$ cat config.mk
export PLATFORM = sky130hd
export DESIGN_NAME = gac_fifo
export DESIGN_NICKNAME = d
export VERILOG_FILES = /design/src/hw/rtl/assert_macros.svh /design/src/hw/rtl/gac_pkg.sv /design/src/hw/rtl/gac_fifo.sv
export SDC_FILE = /design/constraint.sdc
export NUM_CORES = 1
export LEC_CHECK = 0
export ABC_AREA = 1
export BUFFER_PORTS_ARGS = -buffer_cell sky130_fd_sc_hd__clkbuf_2
export CAP_MARGIN = 20
export CORE_MARGIN = 2
export CORE_UTILIZATION = 35
export CTS_BUF_LIST = sky130_fd_sc_hd__clkbuf_4 sky130_fd_sc_hd__clkbuf_8
export CTS_CLUSTER_DIAMETER = 80
export DETAILED_ROUTE_END_ITERATION = 10
export HOLD_SLACK_MARGIN = 0.08
export SLEW_MARGIN = 20
export SYNTH_ARGS = -nofsm -noshare
export SYNTH_HDL_FRONTEND = slang
export SYNTH_SLANG_ARGS = --single-unit
$ cat constraint.sdc
create_clock -name clk -period 15.6 [get_ports clk]
set_input_delay 3.12 -clock clk [delete_from_list [all_inputs] [get_ports clk]]
set_output_delay 3.12 -clock clk [all_outputs]
set_load 0.005 [all_outputs]
$ cat src/hw/rtl/assert_macros.svh
// assertion macros used by the glyph atlas cache rtl
`ifndef ASSERT_MACROS_SVH
`define ASSERT_MACROS_SVH

// clocked check, off while reset is held
`define GAC_ASSERT(name, prop, msg) \
  name: assert property (@(posedge clk) disable iff (!rst_n) (prop)) \
    else $error(msg);

// invariant on a plain expression
`define GAC_ASSERT_INV(name, expr, msg) \
  `GAC_ASSERT(name, expr, msg)

`endif

$ cat src/hw/rtl/gac_pkg.sv
// types, constants and helper functions of the glyph atlas cache
package gac_pkg;

  localparam int TABLE_SLOTS = 4093;
  localparam int PAD_PIXELS  = 1;
  localparam int SLOT_W      = $clog2(TABLE_SLOTS);
  localparam int LOAD_LIMIT  = (TABLE_SLOTS * 3) / 4;
  localparam int CNT_W       = $clog2(LOAD_LIMIT + 2);
  localparam int FOLD        = (1 << SLOT_W) - TABLE_SLOTS;
  localparam int ATLAS_MAX   = 4096;
  localparam int CFG_W       = 13;
  localparam int SUM_W       = CFG_W + 1;
  localparam int CFG_IDX_W   = 2;
  localparam int HASH_W      = 32;
  localparam int KEY_BYTES   = 10;
  localparam int HASH_STEPS  = KEY_BYTES / 2;
  localparam int STEP_W      = $clog2(HASH_STEPS);
  localparam int Q_DEPTH     = 2;
  localparam int Q_PTR_W     = $clog2(Q_DEPTH);
  localparam int Q_CNT_W     = $clog2(Q_DEPTH + 1);

  typedef enum logic [CFG_IDX_W-1:0] {
    CFG_ATLAS_WIDTH  = 2'd0,
    CFG_ATLAS_HEIGHT = 2'd1
  } cfg_idx_t;

  typedef enum logic [1:0] {
    F_IDLE,
    F_HASH,
    F_FOLD,
    F_PUSH
  } front_state_t;

  typedef enum logic [2:0] {
    B_SWEEP,
    B_IDLE,
    B_READ,
    B_CHECK,
    B_MISS,
    B_WRITE,
    B_DONE
  } back_state_t;

  typedef struct packed {
    logic [15:0]        font_id;
    logic [31:0]        size_bits;
    logic signed [15:0] glyph_id;
    logic [7:0]         sub_x;
    logic [7:0]         sub_y;
    logic [6:0]         glyph_width;
    logic [6:0]         glyph_height;
    logic signed [7:0]  glyph_left;
    logic signed [7:0]  glyph_top;
  } in_item_t;

  typedef struct packed {
    logic               hit;
    logic               placed;
    logic [11:0]        atlas_x;
    logic [11:0]        atlas_y;
    logic [6:0]         out_width;
    logic [6:0]         out_height;
    logic signed [7:0]  out_left;
    logic signed [7:0]  out_top;
    logic               cache_cleared;
  } out_item_t;

  typedef struct packed {
    logic [63:0]        key_main;
    logic [15:0]        key_sub;
    logic [6:0]         w;
    logic [6:0]         h;
    logic [7:0]         left;
    logic [7:0]         top;
    logic [SLOT_W-1:0]  start;
  } q_item_t;

  typedef struct packed {
    logic [11:0] y;
    logic [11:0] x;
    logic [7:0]  top;
    logic [7:0]  left;
    logic [6:0]  h;
    logic [6:0]  w;
  } glyph_t;

  typedef struct packed {
    logic        valid;
    logic [63:0] key_main;
    logic [15:0] key_sub;
    glyph_t      glyph;
  } slot_t;

  typedef struct packed {
    logic [CFG_W-1:0] aw;
    logic [CFG_W-1:0] ah;
  } cfg_t;

  typedef struct packed {
    logic sweeping;
  } back_status_t;

  // one sdbm byte step: b + h*65599
  function automatic logic [HASH_W-1:0] sdbm_step(input logic [HASH_W-1:0] h,
                                                  input logic [7:0] b);
    sdbm_step = {{(HASH_W-8){1'b0}}, b} + (h << 6) + (h << 16) - h;
  endfunction

endpackage

$ cat src/hw/rtl/gac_fifo.sv
// short queue between front end and back end
module gac_fifo (
  input  logic             clk,
  input  logic             rst_n,
  input  logic             push_valid,
  output logic             push_ready,
  input  gac_pkg::q_item_t push_item,
  output logic             pop_valid,
  input  logic             pop_ready,
  output gac_pkg::q_item_t pop_item
);

  gac_pkg::q_item_t              entry_r [gac_pkg::Q_DEPTH];
  logic [gac_pkg::Q_PTR_W-1:0]   wr_ptr_r, rd_ptr_r;
  logic [gac_pkg::Q_CNT_W-1:0]   count_r;
  logic                          do_push, do_pop;

  assign push_ready = count_r != gac_pkg::Q_CNT_W'(gac_pkg::Q_DEPTH);
  assign pop_valid  = count_r != '0;
  assign pop_item   = entry_r[rd_ptr_r];
  assign do_push    = push_valid && push_ready;
  assign do_pop     = pop_valid && pop_ready;

  always_ff @(posedge clk) begin
    if (!rst_n) begin
      wr_ptr_r <= '0;
      rd_ptr_r <= '0;
      count_r  <= '0;
    end else begin
      if (do_push) wr_ptr_r <= wr_ptr_r + 1'b1;
      if (do_pop) rd_ptr_r <= rd_ptr_r + 1'b1;
      case ({do_push, do_pop})
        2'b10:   count_r <= count_r + 1'b1;
        2'b01:   count_r <= count_r - 1'b1;
        default: ;
      endcase
    end
  end

  always_ff @(posedge clk) begin
    if (do_push) entry_r[wr_ptr_r] <= push_item;
  end

endmodule

==> run_results.csv <==
group,metric,value,unit
synth,synth_cell_types,16,
synth,ys_seq_elements,249,
clock_network,clock_latency,0.52,ns
cells_and_area,stdcell_area,11750,um^2
power_and_ir_drop,p_sw,413.0,uW
timing,slew_violations,0,
global_routing,grt_pass1_wl,27740,um
synth,yosysWarnings,0,
placement,portBuffers,249,
routing,drcViolationCount,0,
routing,wl_per_cell,17.22,um
cells_and_area,drive_gt1_share,60.52,%
routing,drtIter0Drc,291,
clock_network,cts_buffer_depth,3,
clock_network,htreeDepth,2,
min_path,hold_depth,2,
power_and_ir_drop,power_density,143.6,nW/um^2
status,outcome,"complete, no violations",
power_and_ir_drop,combPwrFrac,18.5,%
global_routing,antenna_found_initial,0,
floorplan,core.rowCount,59,
setup_path,startpoint_type,"flop",
global_routing,grt_pass1_vias,5191,
timing,fin_tns_setup,0,ns
floorplan,ios,250,
timing,whs,0.5166,ns
timing,skew,0.01132,ns
placement,placed_area,10970,um^2
clock_network,path_clk_slew,0.06,ns
setup_path,r2r_start,"count_r[0]",
global_routing,track_usage,12.60,%
timing,min_period,5.668,ns
power_and_ir_drop,leakage,0.004607,uW
placement,place_ws,10.15,ns
clock_network,post_cts_buffers,0,
placement,dpl.hpwl,12290,um
synth,syn-num-nets,543,
power_and_ir_drop,clockPowerShare,31.3,%
setup_path,worstPathArrival,2.55,ns
global_routing,grt_use_met3,4.278,%
cells_and_area,final_cell_mix,"249 x clkbuf_2, 244 x edfxtp_1, 80 x mux2_4, 43 x clkbuf_8, 42 x mux2_2",
global_routing,use_met1,14.79,%
timing,rsz0062_at_grt,"no",
power_and_ir_drop,ir_drop,0.06607,mV
timing,tightest_slew,0.8798,ns
power_and_ir_drop,switching_share,24.47,%
placement,gp_congestion,0.7529,
timing,max-slew-margin-rel,41.35,%
routing,ant_nets,0,
min_path,hp-start,"rd_ptr_r",
setup_path,reg2regPathDepth,6,
timing,hold_violations,0,
global_routing,grt_max_degree,84,
clock_network,clock_sinks,249,
clock_network,cts-root-buf,"clkbuf_8",
floorplan,coreArea,26210,um^2
synth,syn-cell-area,9373,um^2
global_routing,grt_overflow,0,
floorplan,die_y,167.6,um
clock_network,cts_made_buffers,42,
setup_path,crit_type,"flop to output port",
routing,via_per_inst,4.531,
cells_and_area,n_antenna_cell,0,
synth,netlist_instances,416,
routing,vias,4835,
cells_and_area,layout_commonest_cell,"clkbuf_2",
synth,ys_seq_area_share,79.24,%
floorplan,floorplan.initialDensity,35.77,%
synth,syn_avg_cell_area,22.53,um^2
floorplan,die-area,28100,um^2
routing,drt_wl_total,18380,um
routing,drtPass1Iterations,4,
global_routing,use_met2,21.38,%
clock_network,ctsResizeCount,0,
floorplan,fp.dieW,167.6,um
setup_path,crit_required,12.48,ns
job,drv_cap,0,
cells_and_area,n_fill_cell,2320,
timing,max_freq,0.1764,GHz
min_path,hold_class,"flop to flop",
timing,timing.final.ws_setup,9.932,ns
cells_and_area,syn2layout_area_growth,25.36,%
power_and_ir_drop,power.share.sequential,50.2,%
cells_and_area,final_cells,1067,
cells_and_area,layout.nets,828,
power_and_ir_drop,p_int,1275,uW
setup_path,crit_fanout,48,
placement,place_inst,992,
clock_network,hold_buffers,0,
global_routing,top_usage_layer,"met2",
timing,finalSetupViolCount,0,
clock_network,cts_tree,"done",
timing,min_period_over_period,36.33,%
setup_path,endpoint_kind,"output port",
## logic make-up after synthesis
logic type / synth area share (%)
DFF: 79.24
muxes: 17.86
and+or+nand+nor: 0.9212
buffers and inverters: 1.655
AOI/OAI and AO/OA: 0.1868
adders and majority gates: 0.1335
## sequential cells by signal, summed over array words and instances, names as in the netlist, named ones only
signal    cells
count_r       2
entry_r     244
rd_ptr_r      1
wr_ptr_r      1
## power by group through the flow
stage	Combinational, uW	Clock, uW	Sequential [uW]
2_1_floorplan	203	0	860
3_3_place_gp	313	0	857
3_5_place_dp	318	0	863
4_1_cts	320	550	849
5_1_grt	337	579	854
6_report	312	529	847
## through the flow
step | power [uW] | util, %
after global placement | 1170 | 41.84
after floorplan | 1063 | -
final | 1688 | 44.84
after global routing | 1770 | 44.84
after CTS | 1719 | 44.81
after detailed placement | 1181 | 41.84
## Yosys cell counts (all sizes together)
master / n / area share [%]
dfxtp: 5 / 1.1
inv: 5 / 0.20
buf: 14 / 1.5
edfxtp: 244 / 78
mux2: 122 / 18
o21a: 1 / 0.080
nand4: 1 / 0.067
nand3: 1 / 0.053
nor2: 10 / 0.40
ha: 1 / 0.13
o21ai: 1 / 0.053
nand2: 10 / 0.40
a21oi: 1 / 0.053
## critical path, stage by stage, from the launching register on
cell	delay [ns]
dfxtp_4	0.67
buf_4	0.79
mux2_2	0.42
clkbuf_2	0.11
## layout make-up
type | instances | area, um^2 | area share, %
multi-input cells | 148 | 1805 | 15.37
clock inverters | 18 | 80.08 | 0.6815
flip-flops and latches | 249 | 7431 | 63.24
repair buffers | 255 | 1299 | 11.05
inverters | 5 | 18.77 | 0.1597
well taps | 335 | 419.2 | 3.567
clock buffers | 57 | 696.9 | 5.931
## routing by layer
layer  share of wire (%)  up-vias  wire (um)
met4                 2.7        0        492
met2                  49      213       8951
met3                 8.9       43       1632
met5                   0        -          0
li1                    -     2217          -
met1                  40     2362       7299
## final timing paths
kind,to,slack [ns]
max,pop_item[104],9.93
min,flop,0.52
max reg2reg,entry_r[1][81],13.04
min reg2reg,flop,0.52
Power figures use the tool's default switching activity.
