<file path="config.mk">
export PLATFORM = sky130hd
export DESIGN_NAME = gac_front_flat
export DESIGN_NICKNAME = d
export VERILOG_FILES = /design/src/hw/rtl/assert_macros.svh /design/src/hw/rtl/gac_pkg.sv /design/src/hw/rtl/gac_in_if.sv /design/src/hw/rtl/gac_front.sv /design/src/flat_wrapper.sv
export SDC_FILE = /design/constraint.sdc
export NUM_CORES = 1
export LEC_CHECK = 0
export BUFFER_PORTS_ARGS = -buffer_cell sky130_fd_sc_hd__buf_4
export CORE_MARGIN = 4
export CORE_UTILIZATION = 58
export CTS_CLUSTER_SIZE = 14
export DETAILED_ROUTE_END_ITERATION = 6
export PLACE_DENSITY_LB_ADDON = 0.1
export RECOVER_POWER = 25
export SETUP_SLACK_MARGIN = 0.1
export SLEW_MARGIN = 40
export SYNTH_ARGS = -nofsm -noshare
export SYNTH_HDL_FRONTEND = slang
export SYNTH_SLANG_ARGS = --single-unit
</file>
<file path="constraint.sdc">
create_clock -name clk -period 9.65 [get_ports clk]
set_clock_uncertainty 0.05 [all_clocks]
set_input_delay 1.4475 -clock clk [delete_from_list [all_inputs] [get_ports clk]]
set_output_delay 1.4475 -clock clk [all_outputs]
set_load 0.02 [all_outputs]
</file>
<file path="src/hw/rtl/assert_macros.svh">
// assertion macros used by the glyph atlas cache rtl
`ifndef ASSERT_MACROS_SVH
`define ASSERT_MACROS_SVH

// clocked check, off while reset is held
`define GAC_ASSERT(name, prop, msg) \
  name: assert property (@(posedge clk) disable iff (!rst_n) (prop)) \
    else $error(msg);

// invariant on a plain expression
`define GAC_ASSERT_INV(name, expr, msg) \
  `GAC_ASSERT(name, expr, msg)

`endif

</file>
<file path="src/hw/rtl/gac_pkg.sv">
// types, constants and helper functions of the glyph atlas cache
package gac_pkg;

  localparam int TABLE_SLOTS = 4093;
  localparam int PAD_PIXELS  = 1;
  localparam int SLOT_W      = $clog2(TABLE_SLOTS);
  localparam int LOAD_LIMIT  = (TABLE_SLOTS * 3) / 4;
  localparam int CNT_W       = $clog2(LOAD_LIMIT + 2);
  localparam int FOLD        = (1 << SLOT_W) - TABLE_SLOTS;
  localparam int ATLAS_MAX   = 4096;
  localparam int CFG_W       = 13;
  localparam int SUM_W       = CFG_W + 1;
  localparam int CFG_IDX_W   = 2;
  localparam int HASH_W      = 32;
  localparam int KEY_BYTES   = 10;
  localparam int HASH_STEPS  = KEY_BYTES / 2;
  localparam int STEP_W      = $clog2(HASH_STEPS);
  localparam int Q_DEPTH     = 2;
  localparam int Q_PTR_W     = $clog2(Q_DEPTH);
  localparam int Q_CNT_W     = $clog2(Q_DEPTH + 1);

  typedef enum logic [CFG_IDX_W-1:0] {
    CFG_ATLAS_WIDTH  = 2'd0,
    CFG_ATLAS_HEIGHT = 2'd1
  } cfg_idx_t;

  typedef enum logic [1:0] {
    F_IDLE,
    F_HASH,
    F_FOLD,
    F_PUSH
  } front_state_t;

  typedef enum logic [2:0] {
    B_SWEEP,
    B_IDLE,
    B_READ,
    B_CHECK,
    B_MISS,
    B_WRITE,
    B_DONE
  } back_state_t;

  typedef struct packed {
    logic [15:0]        font_id;
    logic [31:0]        size_bits;
    logic signed [15:0] glyph_id;
    logic [7:0]         sub_x;
    logic [7:0]         sub_y;
    logic [6:0]         glyph_width;
    logic [6:0]         glyph_height;
    logic signed [7:0]  glyph_left;
    logic signed [7:0]  glyph_top;
  } in_item_t;

  typedef struct packed {
    logic               hit;
    logic               placed;
    logic [11:0]        atlas_x;
    logic [11:0]        atlas_y;
    logic [6:0]         out_width;
    logic [6:0]         out_height;
    logic signed [7:0]  out_left;
    logic signed [7:0]  out_top;
    logic               cache_cleared;
  } out_item_t;

  typedef struct packed {
    logic [63:0]        key_main;
    logic [15:0]        key_sub;
    logic [6:0]         w;
    logic [6:0]         h;
    logic [7:0]         left;
    logic [7:0]         top;
    logic [SLOT_W-1:0]  start;
  } q_item_t;

  typedef struct packed {
    logic [11:0] y;
    logic [11:0] x;
    logic [7:0]  top;
    logic [7:0]  left;
    logic [6:0]  h;
    logic [6:0]  w;
  } glyph_t;

  typedef struct packed {
    logic        valid;
    logic [63:0] key_main;
    logic [15:0] key_sub;
    glyph_t      glyph;
  } slot_t;

  typedef struct packed {
    logic [CFG_W-1:0] aw;
    logic [CFG_W-1:0] ah;
  } cfg_t;

  typedef struct packed {
    logic sweeping;
  } back_status_t;

  // one sdbm byte step: b + h*65599
  function automatic logic [HASH_W-1:0] sdbm_step(input logic [HASH_W-1:0] h,
                                                  input logic [7:0] b);
    sdbm_step = {{(HASH_W-8){1'b0}}, b} + (h << 6) + (h << 16) - h;
  endfunction

endpackage

</file>
<file path="src/hw/rtl/gac_in_if.sv">
// request channel of the glyph atlas cache
interface gac_in_if;
  logic                valid;
  logic                ready;
  gac_pkg::in_item_t   data;
  modport source(output valid, output data, input ready);
  modport sink(input valid, input data, output ready);
endinterface

</file>
<file path="src/hw/rtl/gac_front.sv">
// front end: accepts requests, hashes the key and reduces it to a start slot
module gac_front (
  input  logic                  clk,
  input  logic                  rst_n,
  gac_in_if.sink                in_ch,
  input  gac_pkg::back_status_t back_status,
  output logic                  push_valid,
  input  logic                  push_ready,
  output gac_pkg::q_item_t      push_item
);

  gac_pkg::front_state_t state_r, state_nxt;
  logic [8*gac_pkg::KEY_BYTES-1:0] key_sr_r;
  logic [gac_pkg::HASH_W-1:0]      hash_r;
  logic [gac_pkg::STEP_W-1:0]      step_r;
  gac_pkg::q_item_t                item_r;
  logic                            accept;
  logic                            wide;
  logic [gac_pkg::HASH_W-1:0]      folded;

  assign accept = in_ch.valid && in_ch.ready;
  assign wide   = |hash_r[gac_pkg::HASH_W-1:gac_pkg::SLOT_W];
  // 2^SLOT_W is congruent to FOLD, so hi*FOLD + lo keeps the residue
  assign folded = gac_pkg::HASH_W'(hash_r[gac_pkg::HASH_W-1:gac_pkg::SLOT_W]) *
                  gac_pkg::HASH_W'(gac_pkg::FOLD) +
                  gac_pkg::HASH_W'(hash_r[gac_pkg::SLOT_W-1:0]);

  always_comb begin
    state_nxt = state_r;
    case (state_r)
      gac_pkg::F_IDLE: if (accept) state_nxt = gac_pkg::F_HASH;
      gac_pkg::F_HASH: begin
        if (step_r == gac_pkg::STEP_W'(gac_pkg::HASH_STEPS - 1)) state_nxt = gac_pkg::F_FOLD;
      end
      gac_pkg::F_FOLD: if (!wide) state_nxt = gac_pkg::F_PUSH;
      gac_pkg::F_PUSH: if (push_ready) state_nxt = gac_pkg::F_IDLE;
      default: state_nxt = gac_pkg::F_IDLE;
    endcase
  end

  always_comb begin
    in_ch.ready = (state_r == gac_pkg::F_IDLE) && !back_status.sweeping;
    push_valid  = (state_r == gac_pkg::F_PUSH);
    push_item   = item_r;
  end

  always_ff @(posedge clk) begin
    if (!rst_n) begin
      state_r <= gac_pkg::F_IDLE;
      step_r  <= '0;
    end else begin
      state_r <= state_nxt;
      if (accept) step_r <= '0;
      else if (state_r == gac_pkg::F_HASH) step_r <= step_r + 1'b1;
    end
  end

  always_ff @(posedge clk) begin
    case (state_r)
      gac_pkg::F_IDLE: begin
        if (accept) begin
          key_sr_r         <= {in_ch.data.sub_y, in_ch.data.sub_x, in_ch.data.glyph_id,
                               in_ch.data.size_bits, in_ch.data.font_id};
          hash_r           <= '0;
          item_r.key_main  <= {in_ch.data.glyph_id, in_ch.data.size_bits,
                               in_ch.data.font_id};
          item_r.key_sub   <= {in_ch.data.sub_y, in_ch.data.sub_x};
          item_r.w         <= in_ch.data.glyph_width;
          item_r.h         <= in_ch.data.glyph_height;
          item_r.left      <= in_ch.data.glyph_left;
          item_r.top       <= in_ch.data.glyph_top;
        end
      end
      gac_pkg::F_HASH: begin
        // two key bytes per cycle, lowest byte first
        hash_r   <= gac_pkg::sdbm_step(gac_pkg::sdbm_step(hash_r, key_sr_r[7:0]),
                                       key_sr_r[15:8]);
        key_sr_r <= key_sr_r >> 16;
      end
      gac_pkg::F_FOLD: begin
        if (wide) begin
          hash_r <= folded;
        end else if (hash_r[gac_pkg::SLOT_W-1:0] >=
                     gac_pkg::SLOT_W'(gac_pkg::TABLE_SLOTS)) begin
          item_r.start <= hash_r[gac_pkg::SLOT_W-1:0] -
                          gac_pkg::SLOT_W'(gac_pkg::TABLE_SLOTS);
        end else begin
          item_r.start <= hash_r[gac_pkg::SLOT_W-1:0];
        end
      end
      default: ;
    endcase
  end

endmodule

</file>
<file path="src/flat_wrapper.sv">
// flat-port wrapper written by rule: the top's interface ports become plain ports
module gac_front_flat 
  (clk, rst_n, back_status, push_valid, push_ready, push_item, in_ch_valid, in_ch_data, in_ch_ready);
  gac_in_if in_ch_i ();
  input  logic clk;
  input  logic rst_n;
  input  gac_pkg::back_status_t back_status;
  output logic push_valid;
  input  logic push_ready;
  output gac_pkg::q_item_t push_item;
  input wire logic [$bits(in_ch_i.valid)-1:0] in_ch_valid;
  input wire logic [$bits(in_ch_i.data)-1:0] in_ch_data;
  output wire logic [$bits(in_ch_i.ready)-1:0] in_ch_ready;
  assign in_ch_i.valid = in_ch_valid;
  assign in_ch_i.data = in_ch_data;
  assign in_ch_ready = in_ch_i.ready;
  gac_front u_core (.clk(clk), .rst_n(rst_n), .in_ch(in_ch_i), .back_status(back_status), .push_valid(push_valid), .push_ready(push_ready), .push_item(push_item));
endmodule
</file>
==> results.sh, run 1 <==
export IMPL_outcome="finished with violations"
export IMPL_violations="capacitance limit, slew limit"
export IMPL_setup_viol_count_final=0
export IMPL_grt_use_total_pct=26.84
export IMPL_cts_max_path_buffers=3
export IMPL_overflow=0
export IMPL_routed_via_count=9993
export IMPL_cp_start_kind="flop"
export IMPL_diodes=0
export IMPL_setup_tns_ns=0
export IMPL_whs_endpoint="u_core.step_r[2]"
export IMPL_top_layer="met4"
export IMPL_mostFrequentLayoutCells="234 x edfxtp_1, 136 x ha_1, 132 x inv_1"
export IMPL_reg2reg_depth=22
export IMPL_place_congestion=1.025
export IMPL_io_pins=239
export IMPL_grt_max_degree=81
export IMPL_cp_max_fo=7
export IMPL_holdWs_ns=0.4738
export IMPL_slew_headroom_pct=-49.53
export IMPL_ys_types=65
export IMPL_crit_type="reg -> reg"
export IMPL_core_area_um2=24320
export IMPL_syn_area_um2=14380
export IMPL_synthFlopType="edfxtp_1"
export IMPL_cap_violations=2
export IMPL_postCtsSetupBuffers=0
export IMPL_fp_dieW_um=165.4
export IMPL_synth_edf_count=234
export IMPL_timing_final_ws_setup_ns=3.536
export IMPL_post_route_period_util_pct=63.35
export IMPL_yosysWarningCount=0
export IMPL_drc=0
export IMPL_cts_root_buf="clkbuf_16"
export IMPL_die_h_um=165.4
export IMPL_antenna_found_initial=0
export IMPL_cts_max_level=1
export IMPL_tightest_slew_ns=2.243
export IMPL_drt_iter0_drc=706
export IMPL_netlist_instances=1150
export IMPL_dr_pass1_iters=5
export IMPL_avgSynthCellArea_um2=12.50
export IMPL_grt_pass1_vias=10220
export IMPL_cts_made_buffers=26
export IMPL_cts_sinks=239
export IMPL_rows=57
export IMPL_post_drt_wl_per_cell_um=20.83
export IMPL_reg2reg_slack_ns=3.54
export IMPL_port_buffers=238
export IMPL_cts_resized=0
export IMPL_postCtsHoldBufs=0
export IMPL_synth_ff_latch_count=239
export IMPL_synthArstFlopShare_pct=0
export IMPL_seq_area_frac_synth_pct=49.57
export IMPL_layout_commonest_cell="edfxtp_1"
export IMPL_clk_latency_ns=0.56
export IMPL_rsz0062_at_grt="false"
export IMPL_r2r_end="u_core.hash_r[31]"
export IMPL_initial_core_util_pct=59.12
export IMPL_cp_required_ns=10.01
export IMPL_r2r_start="u_core.hash_r[6]"
export IMPL_crit_arrival_ns=6.47
export IMPL_drive_gt1_share_pct=22.52
export IMPL_finalCriticalPeriod_ns=6.114
export IMPL_cts_clk_slew_worst_paths_ns=0.07
export IMPL_tritoncts="done"
export IMPL_ant_nets=0
export IMPL_dp_hpwl_mm=27.65
export IMPL_wl_mm=36.34
export IMPL_areaGrowthSynthToFinish_pct=20.24
export IMPL_final_max_slew_violation_count=75
export IMPL_grt_pass1_wl_mm=56.24
export IMPL_die_area_um2=27370
export IMPL_hold_start="u_core.step_r[2]"
export IMPL_hold_depth=2
export IMPL_cp_end_kind="flop"
export IMPL_dpl_worst_slack_ns=3.667
export IMPL_hold_viol_final=0
export IMPL_syn_nets=1449
export IMPL_wl_met2_mm=17.06
export IMPL_via_per_inst=5.727
export IMPL_routedLengthMet1_mm=15.00
export IMPL_route_met3_wl_mm=3.245
export IMPL_hold_path_class="reg -> reg"
export IMPL_max_freq_mhz=163.6
export IMPL_layout_nets=1704
layer usage:
layer / up-vias / GRT usage, %
li1: 4724 / -
met1: 4801 / 35.77
met2: 389 / 43.65
met3: 79 / 7.049
met4: 0 / 7.987
met5: - / 0
worst max path at each step:
stage	startpoint	endpoint
2_1_floorplan	u_core.state_r[1]	u_core.key_sr_r[0]
3_3_place_gp	u_core.hash_r[11]	u_core.hash_r[31]
3_5_place_dp	u_core.hash_r[6]	u_core.hash_r[31]
4_1_cts	u_core.hash_r[6]	u_core.hash_r[31]
5_1_grt	u_core.hash_r[2]	u_core.hash_r[27]
6_report	u_core.hash_r[6]	u_core.hash_r[31]
cell families (layout without fill, tap and decap cells):
| family | Yosys count | in the layout | synth area share, % |
|---|---|---|---|
| flip-flops | 239 | 239 | 49.57 |
| AO/OA/AOI/OAI | 229 | 229 | 10.70 |
| AND/OR/NAND/NOR | 204 | 204 | 7.310 |
| adder cells (fa/ha/maj) | 184 | 184 | 18.52 |
| buffers and inverters | 150 | 421 | 3.942 |
| XOR/XNOR | 73 | 73 | 4.447 |
| multiplexers | 71 | 71 | 5.509 |
area by class of cell:
type,count,area [um^2]
clock inverter,15,178.9
inverter,133,501.7
tap,324,405.4
clock buffer,29,661.9
fill,1748,7032
sequential,239,7127
timing repair buffer,244,1678
multi-input combinational,761,6735
state kept, by name, summed over array words and instances (netlist names):
register and flops:
u_core.push_item 122, u_core.hash_r 32, u_core.step_r 3, u_core.key_sr_r 80, u_core.state_r 2
cells in the mapped netlist, drive strengths merged, types with 10 or more instances:
| library cell | count | share of area (%) |
|---|---|---|
| fa | 48 | 6.7 |
| xnor2 | 49 | 3.0 |
| xor2 | 24 | 1.5 |
| edfxtp | 234 | 49 |
| mux2 | 65 | 5.1 |
| nand3 | 10 | 0.35 |
| ha | 136 | 12 |
| o21ai | 27 | 1.0 |
| nor2b | 33 | 1.4 |
| a31oi | 14 | 0.61 |
| nor2 | 49 | 1.3 |
| a21o | 36 | 1.9 |
| a21oi | 62 | 2.2 |
| o21a | 11 | 0.57 |
| nor3 | 14 | 0.49 |
| nand2 | 40 | 1.0 |
| inv | 133 | 3.5 |
| o21bai | 11 | 0.60 |
| clkbuf | 16 | 0.42 |
metrics by stage:
stage               utilization (%)  instances  cell area [um^2]
floorplan                         -       1150             14380
global placement              68.19       1700             16580
detailed placement            68.31       1701             16610
CTS                           71.77       1745             17450
global route                  71.09       1745             17290
finish                        71.09       1745             17290
worst max-delay path, stage by stage, from the launching register on:
cell      delay, ns
edfxtp_1       0.48
inv_1          0.22
fa_1           0.45
ha_1           0.38
o21ai_0        0.23
nand2b_1       0.13
nand2_1        0.15
o21a_1         0.18
o21ai_0        0.16
a21o_1         0.21
a21o_1         0.20
xnor2_1        0.36
ha_1           0.31
ha_1           0.42
nand4_1        0.17
o21bai_2       0.21
nor4_1         0.08
a31o_1         0.27
o21ai_4        0.20
or4b_1         0.47
and4_1         0.22
or3_1          0.30
mux2i_1        0.13
Power of run 1 is left out: the tool's default activity adds up to more than one toggle a clock period on the data nets, which glitch-free logic cannot reach.
==> run 2: changes to the inputs <==
clock period = 6.31 ns   (was 9.65 ns; I/O delays follow)
==> results.sh, run 2 (synthesis results as in run 1) <==
export IMPL_mostFrequentLayoutCells="234 x edfxtp_1, 138 x buf_4, 135 x ha_1"
export IMPL_grt_max_degree=68
export IMPL_cts_made_buffers=26
export IMPL_port_buffers=238
export IMPL_slew_headroom_pct=7.807
export IMPL_diodes=0
export IMPL_hold_start="u_core.step_r[2]"
export IMPL_fp_dieW_um=165.4
export IMPL_initial_core_util_pct=59.12
export IMPL_clk_latency_ns=0.55
export IMPL_dr_pass1_iters=5
export IMPL_layout_commonest_cell="edfxtp_1"
export IMPL_grt_pass1_wl_mm=55.91
export IMPL_dp_hpwl_mm=28.52
export IMPL_cts_clk_slew_worst_paths_ns=0.06
export IMPL_largest_reg_flops=122
export IMPL_die_area_um2=27370
export IMPL_cp_start_kind="flop"
export IMPL_grt_pass1_vias=9969
export IMPL_cts_sinks=239
export IMPL_max_freq_mhz=167.8
export IMPL_place_area_um2=16700
export IMPL_hold_viol_final=0
export IMPL_wl_mm=36.83
export IMPL_routed_via_count=10050
export IMPL_outcome="completed"
export IMPL_areaGrowthSynthToFinish_pct=21.55
export IMPL_finalCriticalPeriod_ns=5.958
export IMPL_cts_max_path_buffers=3
export IMPL_core_area_um2=24320
export IMPL_r2r_start="u_core.hash_r[18]"
export IMPL_tightest_slew_ns=1.383
export IMPL_drive_gt1_share_pct=23.62
export IMPL_post_route_period_util_pct=94.42
export IMPL_ant_nets=0
export IMPL_max_stage_delay_ns=0.57
export IMPL_postCtsHoldBufs=0
export IMPL_setup_tns_ns=0
export IMPL_drc=0
export IMPL_cp_end_kind="flop"
export IMPL_critPathLaunch="u_core.hash_r[18]"
export IMPL_crit_arrival_ns=6.30
export IMPL_place_congestion=0.9584
export IMPL_die_h_um=165.4
export IMPL_cpMaxStageDelayCell="fa_1"
export IMPL_cts_root_buf="clkbuf_16"
export IMPL_cp_max_fo=5
export IMPL_drt_iter0_drc=886
export IMPL_rows=57
export IMPL_crit_path_cell_trace="fa_1, inv_1, ha_1, and3_1, a31oi_1, o21ai_0, a21oi_1, a31oi_1, a31o_2, a311o_1, a21oi_1, xnor2_1, fa_1, inv_1, ha_1, and4_1, nand2_1, or4b_1, and4_1, or3_1, mux2i_1"
export IMPL_cp_required_ns=6.65
export IMPL_overflow=0
export IMPL_tritoncts="done"
export IMPL_grt_use_total_pct=26.88
export IMPL_crit_type="reg -> reg"
export IMPL_io_pins=239
export IMPL_rsz0062_at_grt="false"
export IMPL_cts_max_level=1
export IMPL_layout_nets=1727
export IMPL_via_per_inst=5.672
export IMPL_setup_viol_count_final=0
export IMPL_final_max_slew_violation_count=0
export IMPL_cap_violations=0
export IMPL_stdcell_area_um2=17480
export IMPL_hold_path_class="reg -> reg"
export IMPL_post_drt_wl_per_cell_um=20.79
export IMPL_antenna_found_initial=0
## run 2: cell types whose count changed in the layout (fill, tap and decap cells not counted), moves of 2 or more
cell      before  now
clkinv_2       3    5
clkbuf_1      45   68
inv_6          0    2
clkinv_1       5    2
buf_6          2    0
a21oi_2        0    5
buf_4        129  138
inv_1        132  126
clkbuf_4      70   66
inv_2          0    6
a21oi_1       62   57
## run 2: routing by layer
metal	track usage (%)	wire length [um]	share of wire [%]
met1	37.68	15590	42
met2	43.97	17240	47
met3	4.666	2996	8.1
met4	6.899	1005	2.7
met5	0	0	0
## run 2: worst paths after layout
kind	cells past startpoint	endpoint	slack, ns
max	21	u_core.hash_r[31]	0.35
min	2	u_core.step_r[2]	0.47
max reg2reg	21	u_core.hash_r[31]	0.35
min reg2reg	2	u_core.step_r[2]	0.47
## run 2: repair_timing
action / in CTS / in global routing
buffers inserted: 0 / 9
gates resized for setup: 0 / 17
hold endpoints to repair: 0 / 0
setup endpoints to repair: 0 / 5
## run 2: area by class of cell
class	count	area [um^2]
well taps	324	405.4
inverters	133	504.2
clock inverters	17	231.5
clock buffers	31	669.4
fillers	1782	6844
multi-input cells	761	6770
repair buffers	267	1768
flip-flops and latches	239	7127
## run 2: critical path, delay by kind of cell (launching register included)
kind            cells  cell delay (ns)
xor+xnor            1             0.11
simple gates        6             1.58
fa+ha+maj           4             1.80
mux                 1             0.13
compound gates      7             1.50
buf+inv             2             0.09
flops               1             0.55
## run 2: per-stage QoR
step | setup WS (ns) | hold WS (ns) | cells | util [%]
6_report | 0.3518 | 0.4746 | 1772 | 71.86
2_1_floorplan | 0.9374 | 0.4289 | 1150 | -
4_1_cts | 0.2307 | 0.4777 | 1763 | 72.39
3_3_place_gp | 0.3189 | 0.4467 | 1715 | 68.66
5_1_grt | 0.1048 | 0.4971 | 1772 | 71.86
3_5_place_dp | 0.2404 | 0.4682 | 1715 | 68.68
Power of run 2 is left out for the same reason.
